<file path="src/hdl/glyph_code_binary_search_top_assert.svh">
// ----------------------------------------------------------------------------
// glyph_code_binary_search_top_assert.svh
// Assertion macros shared by the glyph code search block.
// ----------------------------------------------------------------------------
`ifndef GLYPH_CODE_BINARY_SEARCH_TOP_ASSERT_SVH
`define GLYPH_CODE_BINARY_SEARCH_TOP_ASSERT_SVH

// Same-cycle implication, checked on every rising clk edge outside reset.
`define GCBS_ASSERT_SAME(label, ante, cons) \
  label: assert property (@(posedge clk) disable iff (rst) (ante) |-> (cons)) \
    else $error("gcbs check failed: same-cycle rule");

// Next-cycle implication, checked on every rising clk edge outside reset.
`define GCBS_ASSERT_NEXT(label, ante, cons) \
  label: assert property (@(posedge clk) disable iff (rst) (ante) |=> (cons)) \
    else $error("gcbs check failed: next-cycle rule");

`endif

</file>
<file path="src/hdl/gcbs_pkg.sv">
// ----------------------------------------------------------------------------
// gcbs_pkg
// Shared constants and controller/datapath interface types.
// ----------------------------------------------------------------------------
`default_nettype none

package gcbs_pkg;

  localparam int TABLE_DEPTH = 4096;
  localparam int ADDR_W      = $clog2(TABLE_DEPTH);
  localparam int CODE_W      = 16;
  localparam int SLOT_W      = 12;
  localparam int CNT_W       = 13;
  localparam int IDX_W       = 12;
  localparam int PTR_W       = CNT_W + 1;  // signed search bounds, hi may reach -1
  localparam int CFG_IDX_W   = 1;
  localparam int CFG_DATA_W  = 13;

  localparam logic [CFG_IDX_W-1:0] REG_TILE_COUNT     = 1'd0;
  localparam logic [CFG_IDX_W-1:0] REG_FALLBACK_INDEX = 1'd1;

  localparam logic MODE_LOAD   = 1'b0;
  localparam logic MODE_LOOKUP = 1'b1;

  // Commands from controller to datapath.
  typedef struct packed {
    logic init;   // load bounds and query
    logic probe;  // hold the probed slot
    logic step;   // narrow the bounds after a compare
    logic hit;    // record the probed slot as result
    logic miss;   // record the fallback as result
  } gcbs_cmd_t;

  // Status from datapath to controller.
  typedef struct packed {
    logic empty;  // search range exhausted
    logic hit;    // probed code equals query
  } gcbs_stat_t;

endpackage

`default_nettype wire

</file>
<file path="src/hdl/gcbs_ctrl.sv">
// ----------------------------------------------------------------------------
// gcbs_ctrl
// Search controller: accepts requests and sequences probe/compare steps.
// ----------------------------------------------------------------------------
`default_nettype none

module gcbs_ctrl
  import gcbs_pkg::*;
(
  input  wire logic       clk,
  input  wire logic       rst,
  input  wire logic       start,
  input  wire logic       mode,
  input  wire gcbs_stat_t stat,
  output gcbs_cmd_t       cmd,
  output logic            busy,
  output logic            done
);

  typedef enum logic [1:0] {
    ST_IDLE,
    ST_PROBE,
    ST_COMPARE
  } state_t;

  state_t state;
  logic   accept_lookup;

  assign accept_lookup = start && !busy && (mode == MODE_LOOKUP);

  always_comb begin
    cmd = '0;
    case (state)
      ST_IDLE: begin
        cmd.init = accept_lookup;
      end
      ST_PROBE: begin
        cmd.miss  = stat.empty;
        cmd.probe = !stat.empty;
      end
      ST_COMPARE: begin
        cmd.hit  = stat.hit;
        cmd.step = !stat.hit;
      end
      default: begin
        cmd = '0;
      end
    endcase
  end

  always_ff @(posedge clk) begin
    if (rst) begin
      state <= ST_IDLE;
      busy  <= 1'b0;
      done  <= 1'b0;
    end else begin
      done <= 1'b0;
      case (state)
        ST_IDLE: begin
          if (accept_lookup) begin
            state <= ST_PROBE;
            busy  <= 1'b1;
          end
        end
        ST_PROBE: begin
          if (stat.empty) begin
            state <= ST_IDLE;
            busy  <= 1'b0;
            done  <= 1'b1;
          end else begin
            state <= ST_COMPARE;
          end
        end
        ST_COMPARE: begin
          if (stat.hit) begin
            state <= ST_IDLE;
            busy  <= 1'b0;
            done  <= 1'b1;
          end else begin
            state <= ST_PROBE;
          end
        end
        default: begin
          state <= ST_IDLE;
          busy  <= 1'b0;
        end
      endcase
    end
  end

endmodule

`default_nettype wire

</file>
<file path="config.mk">
export PLATFORM = sky130hd
export DESIGN_NAME = gcbs_ctrl
export DESIGN_NICKNAME = d
export VERILOG_FILES = /design/src/hdl/glyph_code_binary_search_top_assert.svh /design/src/hdl/gcbs_pkg.sv /design/src/hdl/gcbs_ctrl.sv
export SDC_FILE = /design/constraint.sdc
export NUM_CORES = 1
export LEC_CHECK = 0
export ABC_AREA = 1
export BUFFER_PORTS_ARGS = -buffer_cell sky130_fd_sc_hd__buf_4
export CELL_PAD_IN_SITES_DETAIL_PLACEMENT = 0
export CELL_PAD_IN_SITES_GLOBAL_PLACEMENT = 1
export CORE_AREA = 3 3 40 42
export DETAILED_ROUTE_END_ITERATION = 8
export DIE_AREA = 0 0 43 45
export PLACE_DENSITY_LB_ADDON = 0.1
export SYNTH_ARGS = -nofsm -noshare
export SYNTH_HDL_FRONTEND = slang
export SYNTH_SLANG_ARGS = --single-unit
</file>
<file path="constraint.sdc">
create_clock -name clk -period 1.6 [get_ports clk]
set_input_delay 0.32 -clock clk [delete_from_list [all_inputs] [get_ports clk]]
set_output_delay 0.32 -clock clk [all_outputs]
set_load 0.02 [all_outputs]
</file>
# --- Word-level counts from Yosys, hierarchy flattened ---
# Cells that the tools add are included.
op_classes:
  n_reduce_logical: 7
  mux: 15
  eq_ne: 5
op_table:
  columns: ["cell", "count"]
  rows:
  - ["2-to-1 mux 1 bit", 9]
  - ["2-to-1 mux 2 bit", 3]
  - ["!= test 2 bit, second input constant", 3]
  - ["case mux 2 bit (3 select lines)", 1]
  - ["zero test 1 bit", 3]
  - ["case mux 1 bit (3 select lines)", 1]
  - ["AND reduction 3 bit", 1]
  - ["== test 2 x 1 -> 1 bit, second input constant", 1]
  - ["== test 2 bit, second input constant", 1]
  - ["logical AND 1 bit", 2]
  - ["zero test 2 bit", 1]
  - ["case mux 1 bit (2 select lines)", 1]
totals:
  regBits: 4
  elab_cells: 30
  inputBits: 6
  output_inout_bits: 7

# --- Longest topological paths before layout ---
logic_depth:
  depth_word: 5
  ltp_mapped: 8
  ltp_nobuf: 8

# --- Worst setup path after synthesis ---
# Ideal clock, no wire load.
synth_timing:
  kind: "reg2out"
  startpoint: "register state[0]"
  endpoint: "output port cmd[4] in the netlist's numbering"
  n_path_buf: 0
  t_required_ns: 1.280
  path_stages_with_launch: 5
  setup_slack_ns: 0.338
  arrival_time_ns: 0.942
  path_cell_list: "dfxtp_1 > inv_1 > ha_1 > inv_1 > nor2_1"
synth_lines:
  columns: ["item", "line_no", "rtl"]
  rows:
  - ["start: declaration", "gcbs_ctrl.sv:26", "state_t state;"]
  - ["start signal: assignment", "gcbs_ctrl.sv:53", "state <= ST_IDLE;"]
  - ["start signal: assignment", "gcbs_ctrl.sv:61", "state <= ST_PROBE;"]
  - ["start signal: assignment", "gcbs_ctrl.sv:67", "state <= ST_IDLE;"]
  - ["end: declaration", "gcbs_ctrl.sv:15", "output gcbs_cmd_t cmd,"]

==> qor.csv <==
metric,value,unit
run status,"finished, final reports clean",
die height,45,um
Post-Syn Nets,58,
buffer type at the clock tree root,clkbuf_4,
"most common cell after layout, fill and taps aside",nand2_1,
area fraction of the dominant cell type after synthesis,26.9,%
Power Dens Cells,1620,mW/mm2
Detailed Route WL,719,um
fraction of final layout cells with drive strength greater than 1,33.3,%
peak per-stage delay on the critical path,0.37,ns
"Clk Latency, worst-skew pair",0.24,ns
cell count along the critical path,5,
Crit path arrival time,1.22,ns
antenna violations before repair,0,
post-detailed-route via-to-cell ratio,4.22,
critical path type,reg -> out,
largest area contributor in the netlist,dfxtp_1,
"flops & latches, synth",4,
"Period Utilization, post-route",96.0,%
TritonCTS Buffers,3,
worst path bufs/invs,3,
number of antenna repair diodes,0,
post-synthesis instance total,48,
CTS H-tree lvls,1,
Worst Clk Skew,0.00548,ns
count of boundary I/O pins,13,
sort of element at the end of the critical path,primary output,
Antenna Violating Nets Remaining,0,
path type of the worst min-delay path,in -> reg,
port bufs,12,
number of placement rows,13,
element type at the critical path start,flip-flop,
"commonest cells after routing, fill and taps aside","14 x nand2_1, 12 x inv_1, 12 x buf_4",
count of clock tree sinks,4,
starting utilization of the core area,23.2,%
number of cells on the worst hold path,2,
buffers inserted during post-CTS setup optimization,0,
worst path required time,1.28,ns
area taken by multi-input logic gates,168,um2
relative slew slack,87.7,%
final layout net count,75,
series of cell instances along the critical path,"inv_1, ha_1, inv_1, nor2_1, buf_4",
Yosys warning count,0,
area delta synth->final,45.4,%
register area share after synthesis,26.9,%
first-pass GRT wire length,1.07,mm
maximum vdd ir drop,0.000448,V
Max Cap Violations,0,
cell family with the largest share of critical-path delay,flip-flops,
initial DRC count,1,
last weighted congestion value of the routability-driven placer,0.654,
number of global-route vias before repair,265,
Avg Synthesized Cell Area,6.20,um2
f_max,651,MHz
routed wire length per instance,9.22,um
filler instances,156,
Die X,43,um
Worst-path clk slew,0.03,ns
die area,0.00194,mm2
core outline area,0.00128,mm2
overall routing resource usage,8.06,%
Synth cell types,11,
count of pins over their slew limit,0,
area taken by flip-flops and latches,81.3,um2
maximum number of pins on one net before global-route repair,5,
residual overflow from global routing,0,
maximum count of clock buffers along a single path,2,
Finished Cell Area,433,um2
summed negative setup slack over all endpoints,0,ns
total via count in the routed design,329,
dpl cell area,407,um2
path depth of the worst reg2reg path,6,
Worst Tran Pin Value,0.183,ns
final-report setup violation count,0,
final count of hold timing violations,0,
"critical path fanouts, max",4,
clock tree from TritonCTS,yes,
cell with the largest stage delay on the worst path,dfxtp_1,
biggest area contributors in the synthesized netlist,"dfxtp_1 27%, nand2_1 19%, ha_1 17%",
final routed DRC violation total,0,
final critical path time including I/O delays and setup,1.54,ns
worst reg-to-reg setup slack,0.41,ns
leakage power,0.266,nW
cell repeated most along the worst path,inv_1,
total iterations of the first detailed-routing run,3,
Detail Placement HPWL,612,um
Non-Filler Instances,78,
count of placed standard cells including taps,75,
"Cell Area, Synth",298,um2
unrepaired setup endpoints after global routing,false,
[per-stage QoR]
step | power, mW | setup WS, ns | hold WS (ns) | util [%]
floorplan | 0.438 | 0.338 | 0.387 | -
global route | 0.773 | 0.000273 | 0.253 | 33.7
CTS | 0.707 | 0.0637 | 0.240 | 33.4
finish | 0.702 | 0.0642 | 0.242 | 33.7
detailed placement | 0.573 | 0.316 | 0.488 | 31.6
global placement | 0.581 | 0.295 | 0.489 | 31.6
[logic make-up (layout without fill, tap and decap cells)]
| logic type | count (synthesis) | count (layout) | share of synthesized area (%) |
|---|---|---|---|
| flip-flops | 4 | 4 | 26.9 |
| AND/OR/NAND/NOR | 24 | 24 | 35.3 |
| adder cells (fa/ha/maj) | 4 | 4 | 16.8 |
| buffers and inverters | 14 | 29 | 17.6 |
| AO/OA/AOI/OAI | 2 | 2 | 3.36 |
[area by class of cell]
class | instances | share of cell area, %
Clock buffer | 3 | 5.20
Inverter | 14 | 12.1
Multi-Input combinational cell | 30 | 38.7
Sequential cell | 4 | 18.8
Tap cell | 15 | 4.34
Timing Repair Buffer | 12 | 20.8
[worst paths after layout]
check        startpoint        to
max            state[1]    cmd[4]
min                 rst  state[1]
max reg2reg    state[1]      busy
min reg2reg        busy      busy
[Yosys cell counts]
master,count
a21oi_1,1
dfxtp_1,4
ha_1,4
inv_1,12
inv_2,2
nand2_1,15
nand3_1,4
nor2_1,3
nor2_2,1
nor2_4,1
o21ai_0,1
[flip-flops by register name, summed over array words and instances, names as in the netlist]
signal,flops
done,1
state,2
busy,1
[power breakdown]
group / internal (mW) / switching (mW)
logic: 0.160 / 0.252
clock network: 0.0842 / 0.0454
registers: 0.136 / 0.0242
total: 0.381 / 0.322
[per-layer routing]
metal	vias up	share of wire, %	track usage (%)	wire length (um)
li1	171	-	-	-
met4	0	3.2	7.23	23
met3	3	8.9	2.79	64
met1	143	43	8.37	312
met2	12	44	12.9	318
met5	-	0	0	0
[repair_timing]
| action | in CTS | in global routing |
|---|---|---|
| endpoints found under the setup margin | 0 | 2 |
| resized for setup | 0 | 2 |
| hold buffers | 0 | 0 |
No activity file was read; power rests on OpenSTA's default activity.
