==> src/hdl/glyph_code_binary_search_top_assert.svh <==
// ----------------------------------------------------------------------------
// glyph_code_binary_search_top_assert.svh
// Assertion macros shared by the glyph code search block.
// ----------------------------------------------------------------------------
`ifndef GLYPH_CODE_BINARY_SEARCH_TOP_ASSERT_SVH
`define GLYPH_CODE_BINARY_SEARCH_TOP_ASSERT_SVH

// Same-cycle implication, checked on every rising clk edge outside reset.
`define GCBS_ASSERT_SAME(label, ante, cons) \
  label: assert property (@(posedge clk) disable iff (rst) (ante) |-> (cons)) \
    else $error("gcbs check failed: same-cycle rule");

// Next-cycle implication, checked on every rising clk edge outside reset.
`define GCBS_ASSERT_NEXT(label, ante, cons) \
  label: assert property (@(posedge clk) disable iff (rst) (ante) |=> (cons)) \
    else $error("gcbs check failed: next-cycle rule");

`endif

==> src/hdl/gcbs_pkg.sv <==
// ----------------------------------------------------------------------------
// gcbs_pkg
// Shared constants and controller/datapath interface types.
// ----------------------------------------------------------------------------
`default_nettype none

package gcbs_pkg;

  localparam int TABLE_DEPTH = 4096;
  localparam int ADDR_W      = $clog2(TABLE_DEPTH);
  localparam int CODE_W      = 16;
  localparam int SLOT_W      = 12;
  localparam int CNT_W       = 13;
  localparam int IDX_W       = 12;
  localparam int PTR_W       = CNT_W + 1;  // signed search bounds, hi may reach -1
  localparam int CFG_IDX_W   = 1;
  localparam int CFG_DATA_W  = 13;

  localparam logic [CFG_IDX_W-1:0] REG_TILE_COUNT     = 1'd0;
  localparam logic [CFG_IDX_W-1:0] REG_FALLBACK_INDEX = 1'd1;

  localparam logic MODE_LOAD   = 1'b0;
  localparam logic MODE_LOOKUP = 1'b1;

  // Commands from controller to datapath.
  typedef struct packed {
    logic init;   // load bounds and query
    logic probe;  // hold the probed slot
    logic step;   // narrow the bounds after a compare
    logic hit;    // record the probed slot as result
    logic miss;   // record the fallback as result
  } gcbs_cmd_t;

  // Status from datapath to controller.
  typedef struct packed {
    logic empty;  // search range exhausted
    logic hit;    // probed code equals query
  } gcbs_stat_t;

endpackage

`default_nettype wire

==> src/hdl/gcbs_dp.sv <==
// ----------------------------------------------------------------------------
// gcbs_dp
// Search datapath: bounds, midpoint, code compare and result registers.
// ----------------------------------------------------------------------------
`default_nettype none

module gcbs_dp
  import gcbs_pkg::*;
(
  input  wire logic              clk,
  input  wire gcbs_cmd_t         cmd,
  output gcbs_stat_t             stat,
  input  wire logic [CODE_W-1:0] query_code,
  input  wire logic [CNT_W-1:0]  tile_count,
  input  wire logic [IDX_W-1:0]  fallback_index,
  input  wire logic [CODE_W-1:0] rdata,
  output logic      [ADDR_W-1:0] raddr,
  output logic      [IDX_W-1:0]  glyph_index,
  output logic                   found
);

  logic signed [PTR_W-1:0] lo;
  logic signed [PTR_W-1:0] hi;
  logic signed [PTR_W-1:0] mid;
  logic signed [PTR_W-1:0] mid_ext;
  logic        [CNT_W-1:0] n_clamp;
  logic        [ADDR_W-1:0] mid_q;
  logic        [CODE_W-1:0] query;

  // Clamp an oversized count to the table depth.
  assign n_clamp = (tile_count > CNT_W'(TABLE_DEPTH)) ? CNT_W'(TABLE_DEPTH) : tile_count;

  assign mid     = lo + ((hi - lo) >>> 1);
  assign raddr   = mid[ADDR_W-1:0];
  assign mid_ext = signed'(PTR_W'(mid_q));

  assign stat.empty = (lo > hi);
  assign stat.hit   = (rdata == query);

  always_ff @(posedge clk) begin
    if (cmd.init) begin
      lo    <= '0;
      hi    <= signed'(PTR_W'(n_clamp)) - PTR_W'(1);
      query <= query_code;
    end else if (cmd.step) begin
      if (rdata < query) begin
        lo <= mid_ext + PTR_W'(1);
      end else begin
        hi <= mid_ext - PTR_W'(1);
      end
    end
    if (cmd.probe) begin
      mid_q <= mid[ADDR_W-1:0];
    end
    if (cmd.hit) begin
      glyph_index <= IDX_W'(mid_q);
      found       <= 1'b1;
    end else if (cmd.miss) begin
      glyph_index <= fallback_index;
      found       <= 1'b0;
    end
  end

endmodule

`default_nettype wire

==> config.mk <==
export PLATFORM = sky130hd
export DESIGN_NAME = gcbs_dp
export DESIGN_NICKNAME = d
export VERILOG_FILES = /design/src/hdl/glyph_code_binary_search_top_assert.svh /design/src/hdl/gcbs_pkg.sv /design/src/hdl/gcbs_dp.sv
export SDC_FILE = /design/constraint.sdc
export NUM_CORES = 1
export LEC_CHECK = 0
export BUFFER_PORTS_ARGS = -buffer_cell sky130_fd_sc_hd__buf_2
export CAP_MARGIN = 10
export CORE_MARGIN = 1
export CORE_UTILIZATION = 60
export CTS_CLUSTER_SIZE = 28
export DETAILED_ROUTE_END_ITERATION = 6
export PLACE_DENSITY = 0.92
export SETUP_SLACK_MARGIN = 0.4
export SLEW_MARGIN = 25
export SYNTH_ARGS = -nofsm -noshare
export SYNTH_HDL_FRONTEND = slang
export SYNTH_SLANG_ARGS = --single-unit
==> constraint.sdc <==
create_clock -name clk -period 7.8 [get_ports clk]
set_input_delay 1.56 -clock clk [delete_from_list [all_inputs] [get_ports clk]]
set_output_delay 1.56 -clock clk [all_outputs]
set_load 0.005 [all_outputs]
Word-level counts from Yosys, hierarchy flattened
Cells that the tools add are included.

cells by class
  $lt $le $gt $ge = 3
  equality and inequality tests = 2
  multiplexer cells = 6
  add/subtract/negate cells = 5
  reduce and logical (&&, ||, !) cells = 4

operators with widths
  operator                 number
  $mux W14                 3
  $mux W12                 2
  $eq A16 B16 Y1           1
  $lt A16 B16 Y1           1
  $gt A14 B14 Y1           1
  $sub A13 B1 Y14 const B  1
  $add A12 B1 Y13 const B  1
  $gt A13 B13 Y1 const B   1
  $mux W13                 1
  $sub A12 B1 Y13 const B  1
  $sub A13 B13 Y13         1
  $add A12 B12 Y12         1
  $reduce_and A2 Y1        2
  $reduce_bool A2 Y1       2
  $ne A2 B2 Y1 const B     1

word-level totals
  bits in registers = 68
  input port bits = 63
  word-level logic and storage cells = 26

Longest topological paths before layout
  depth in word-level cells = 4
  depth in mapped cells = 15
  mapped depth without buffers = 15

Least setup slack after synthesis
OpenSTA, ideal clock, no wires.

  path type = register to output
  start point = reg lo[1]
  end point = out raddr[11]
  data arrival time = 3.021 ns
  slack = 3.219 ns
  required time = 6.240 ns
  stages on the path, launching flop included = 15
  path buffers = 0
  path through = dfxtp_1 > inv_1 > ha_1 > nor2b_1 > o21ai_0 > a21boi_0 > o21ai_0 > nor2b_1 > xnor2_1 > ha_1 > nor2b_1 > a311oi_1 > o2bb2ai_1 > o21ai_0 > xnor2_1

between the ends
  longest elaborated chain between the ends = 2

RTL lines
  what                    RTL line       source
  from (decl)             gcbs_dp.sv:22  logic signed [PTR_W-1:0] lo;
  from (signal assigned)  gcbs_dp.sv:47  lo <= mid_ext + PTR_W'(1);
  $sub A13 B13 Y13        gcbs_dp.sv:33  assign mid = lo + ((hi - lo) >>> 1);
  $add A12 B12 Y12 *      gcbs_dp.sv:33
  to (decl)               gcbs_dp.sv:17  output logic [ADDR_W-1:0] raddr,

Mark *: on every way between the ends. The rest lies on a longest branch, timed or not.

Worst setup path in the final report
Same ends and word-level chain as after synthesis.

==> run metrics <==
first-pass GRT wire length 21.6 mm; Via-to-Cell Ratio 6.22; CP max FO 6; WP data required 6.24 ns; Gate Count Post-Synth 490; actual slew at the worst max-slew pin 0.648 ns; Max Clock Freq 181 MHz; ANT cells 0; Max Slew Vio Count 0; synth top area cells edfxtp_1 (33%), ha_1 (14%), dfxtp_1 (5.7%); largest net degree at the start of global routing 63; clk sinks 68; DRC 0; clock buffer depth 2; Clock Latency Late Sink 0.36 ns; leakage power total 2.56 nW; top-area cell type share of the netlist area 32.9%; CP Cell Sequence inv_1, ha_1, nor2b_1, o21ai_0, a21boi_0, o21ai_0, nor2b_1, xnor2_1, ha_1, nor2b_1, a311oi_1, o2bb2ai_1, o21ai_0, xnor2_1, buf_2; Setup-failing EPs final 0; CP max stage cell dfxtp_1; Area Overhead vs Synth 14.9%; filler cell count 542; final period utilization 70.7%; number of synthesized flops with an enable pin 54; CP Launch Type register; wire per inst 19.5 microns; CTS tree built; I/O pins 90; unrepaired setup endpoints after global routing no; Total GRT Usage 33.3%; setup TNS 0 ns; area of the die 8570 sq um; minimum clock period 5.52 ns; drt total wl 13.3 mm; cts hold-fix bufs 0; number of global-route vias before repair 4431; CP top delay family compound AO/OA/AOI/OAI gates; CTS root buf clkbuf_8; antenna violations before repair 0; CTS clk-pin slew, worst paths 0.08 ns; max-cap violations 0; layout cells sized above 1 24.1%; pwr/cell area 343 nW/um^2; Detail Route Antenna Nets 0; Yosys reg bits 68; count leader, synth ha_1; post-synth top area cell edfxtp_1; Syn Area/Cell 10.0 sq um; Slew Limit Headroom 56.8%; postcts setup bufs 0; yosys synthesis warning count 0; CTS resizes 0; Hold Crit Class register to register; via count 4245; synth unique cells 51; GPL Wtd Cong 0.900; fin nets 697; CTS Buf Count 9; Std-Cell Rows 32; CP Capture Type output port; Final Hold Violating Endpoints 0; initial core utilization 62.7%; ys flop type edfxtp_1; CP Class register to output port; Buf/Inv on CP 2; Seq/Total Area, Yosys 38.6%; htree depth 3; Core ar. 7850 sq um; Iteration-0 DRC Markers 441; Port Buffer Count 89; Layout Utilization 72.1%; CP peak stage delay 0.48 ns; async set-or-reset flop fraction in the synthesized netlist 0%; global route total overflow 0; IR drop worst, VDD 0.164 mV; Die Y 92.6 microns; Total Power 1.94 mW; run status completed; number of iterations in the first detailed-routing pass 6; critical path arrival 3.96 ns; DP HPWL 9.38 mm; Setup Skew 0.0137 ns; Synthesized Nets 611; Post-synth top cells ha_1 (56), edfxtp_1 (54), inv_1 (54), nor2_1 (44), xnor2_1 (23); die width 92.6 microns; Post-Syn Area 4920 sq um
[per-layer routing]
| metal | vias to the layer above | global-route usage, % | routed length [microns] |
|---|---|---|---|
| met5 | - | 0 | 0 |
| met4 | 0 | 20.8 | 797 |
| met3 | 83 | 6.40 | 1140 |
| met2 | 270 | 56.9 | 6490 |
| met1 | 1983 | 38.3 | 4860 |
| li1 | 1909 | - | - |
[sequential cells by signal, summed over array words and instances, names as in the netlist]
name         count
found            1
lo              13
hi              14
query           16
glyph_index     12
mid_q           12
[worst reg2reg max path, stage by stage (launching register included)]
cell	delay [ns]
dfxtp_1	0.48
inv_1	0.09
ha_1	0.34
nor2b_1	0.14
o21ai_0	0.18
a21boi_0	0.16
o21ai_0	0.25
nor2b_1	0.20
xnor2_1	0.15
ha_1	0.30
nor2b_1	0.15
a311oi_1	0.39
o2bb2ai_1	0.25
o21ai_0	0.19
xnor2_1	0.17
[worst paths after layout]
kind / start / end / slack, ns / cells past startpoint
worst min register to register: found$_SDFFE_PP1P_ / found$_SDFFE_PP1P_ / 0.46 / 1
worst min-delay path: found$_SDFFE_PP1P_ / found$_SDFFE_PP1P_ / 0.46 / 1
worst max-delay path: lo[1]$_SDFFE_PP0P_ / raddr[11] / 2.28 / 15
worst max register to register: lo[1]$_SDFFE_PP0P_ / mid_q[11]$_DFFE_PP_ / 4.13 / 14
[cell type report]
type / instances / area, sq um / area share [%]
Clock buffer: 9 / 124 / 2.19
Clock inverter: 7 / 91.3 / 1.61
Inverter: 54 / 203 / 3.58
Multi-Input combinational cell: 352 / 2750 / 48.6
Sequential cell: 68 / 1900 / 33.6
Tap cell: 102 / 128 / 2.26
Timing Repair Buffer: 91 / 460 / 8.14
[per-stage QoR]
step,setup slack (ns),hold WS [ns],cells,cell area [sq um]
finish,2.28,0.455,683,5660
global route,1.87,0.478,683,5660
floorplan,3.22,0.451,490,4920
detailed placement,2.64,0.437,667,5440
global placement,2.86,0.429,667,5440
CTS,2.27,0.455,683,5660
[placed cells by master (no fill, tap or decap), types with 7 or more instances in the layout]
master / Yosys / routed
nor3_1: 15 / 15
o21ai_0: 17 / 17
nor2_1: 44 / 44
xnor2_1: 23 / 23
nor2b_1: 11 / 11
inv_1: 54 / 54
nand2b_1: 7 / 7
mux2_2: 16 / 16
edfxtp_1: 54 / 54
o21a_1: 9 / 9
nand2_1: 14 / 14
and3_1: 8 / 8
ha_1: 56 / 56
clkbuf_8: 0 / 9
xor2_1: 20 / 20
mux2_4: 8 / 8
nand3_1: 15 / 15
a21o_1: 12 / 12
a21oi_1: 20 / 20
dfxtp_1: 14 / 14
buf_2: 0 / 89
[where the power goes]
group          internal (mW)  total, mW  switching (mW)
Sequential             0.526      0.661           0.135
Clock                  0.178      0.325           0.147
Combinational          0.430      0.957           0.527
[cell families (layout without fill, tap and decap cells)]
group | after synthesis | in the layout | synth area share [%]
DFF | 68 | 68 | 38.6
buffers and inverters | 70 | 161 | 5.49
adders and majority gates | 58 | 58 | 15.0
AOI/OAI and AO/OA | 93 | 93 | 13.2
xor gates and xnor gates | 43 | 43 | 7.65
muxes | 26 | 26 | 6.51
and+or+nand+nor | 132 | 132 | 13.5
(Power assumes the default switching activity.)
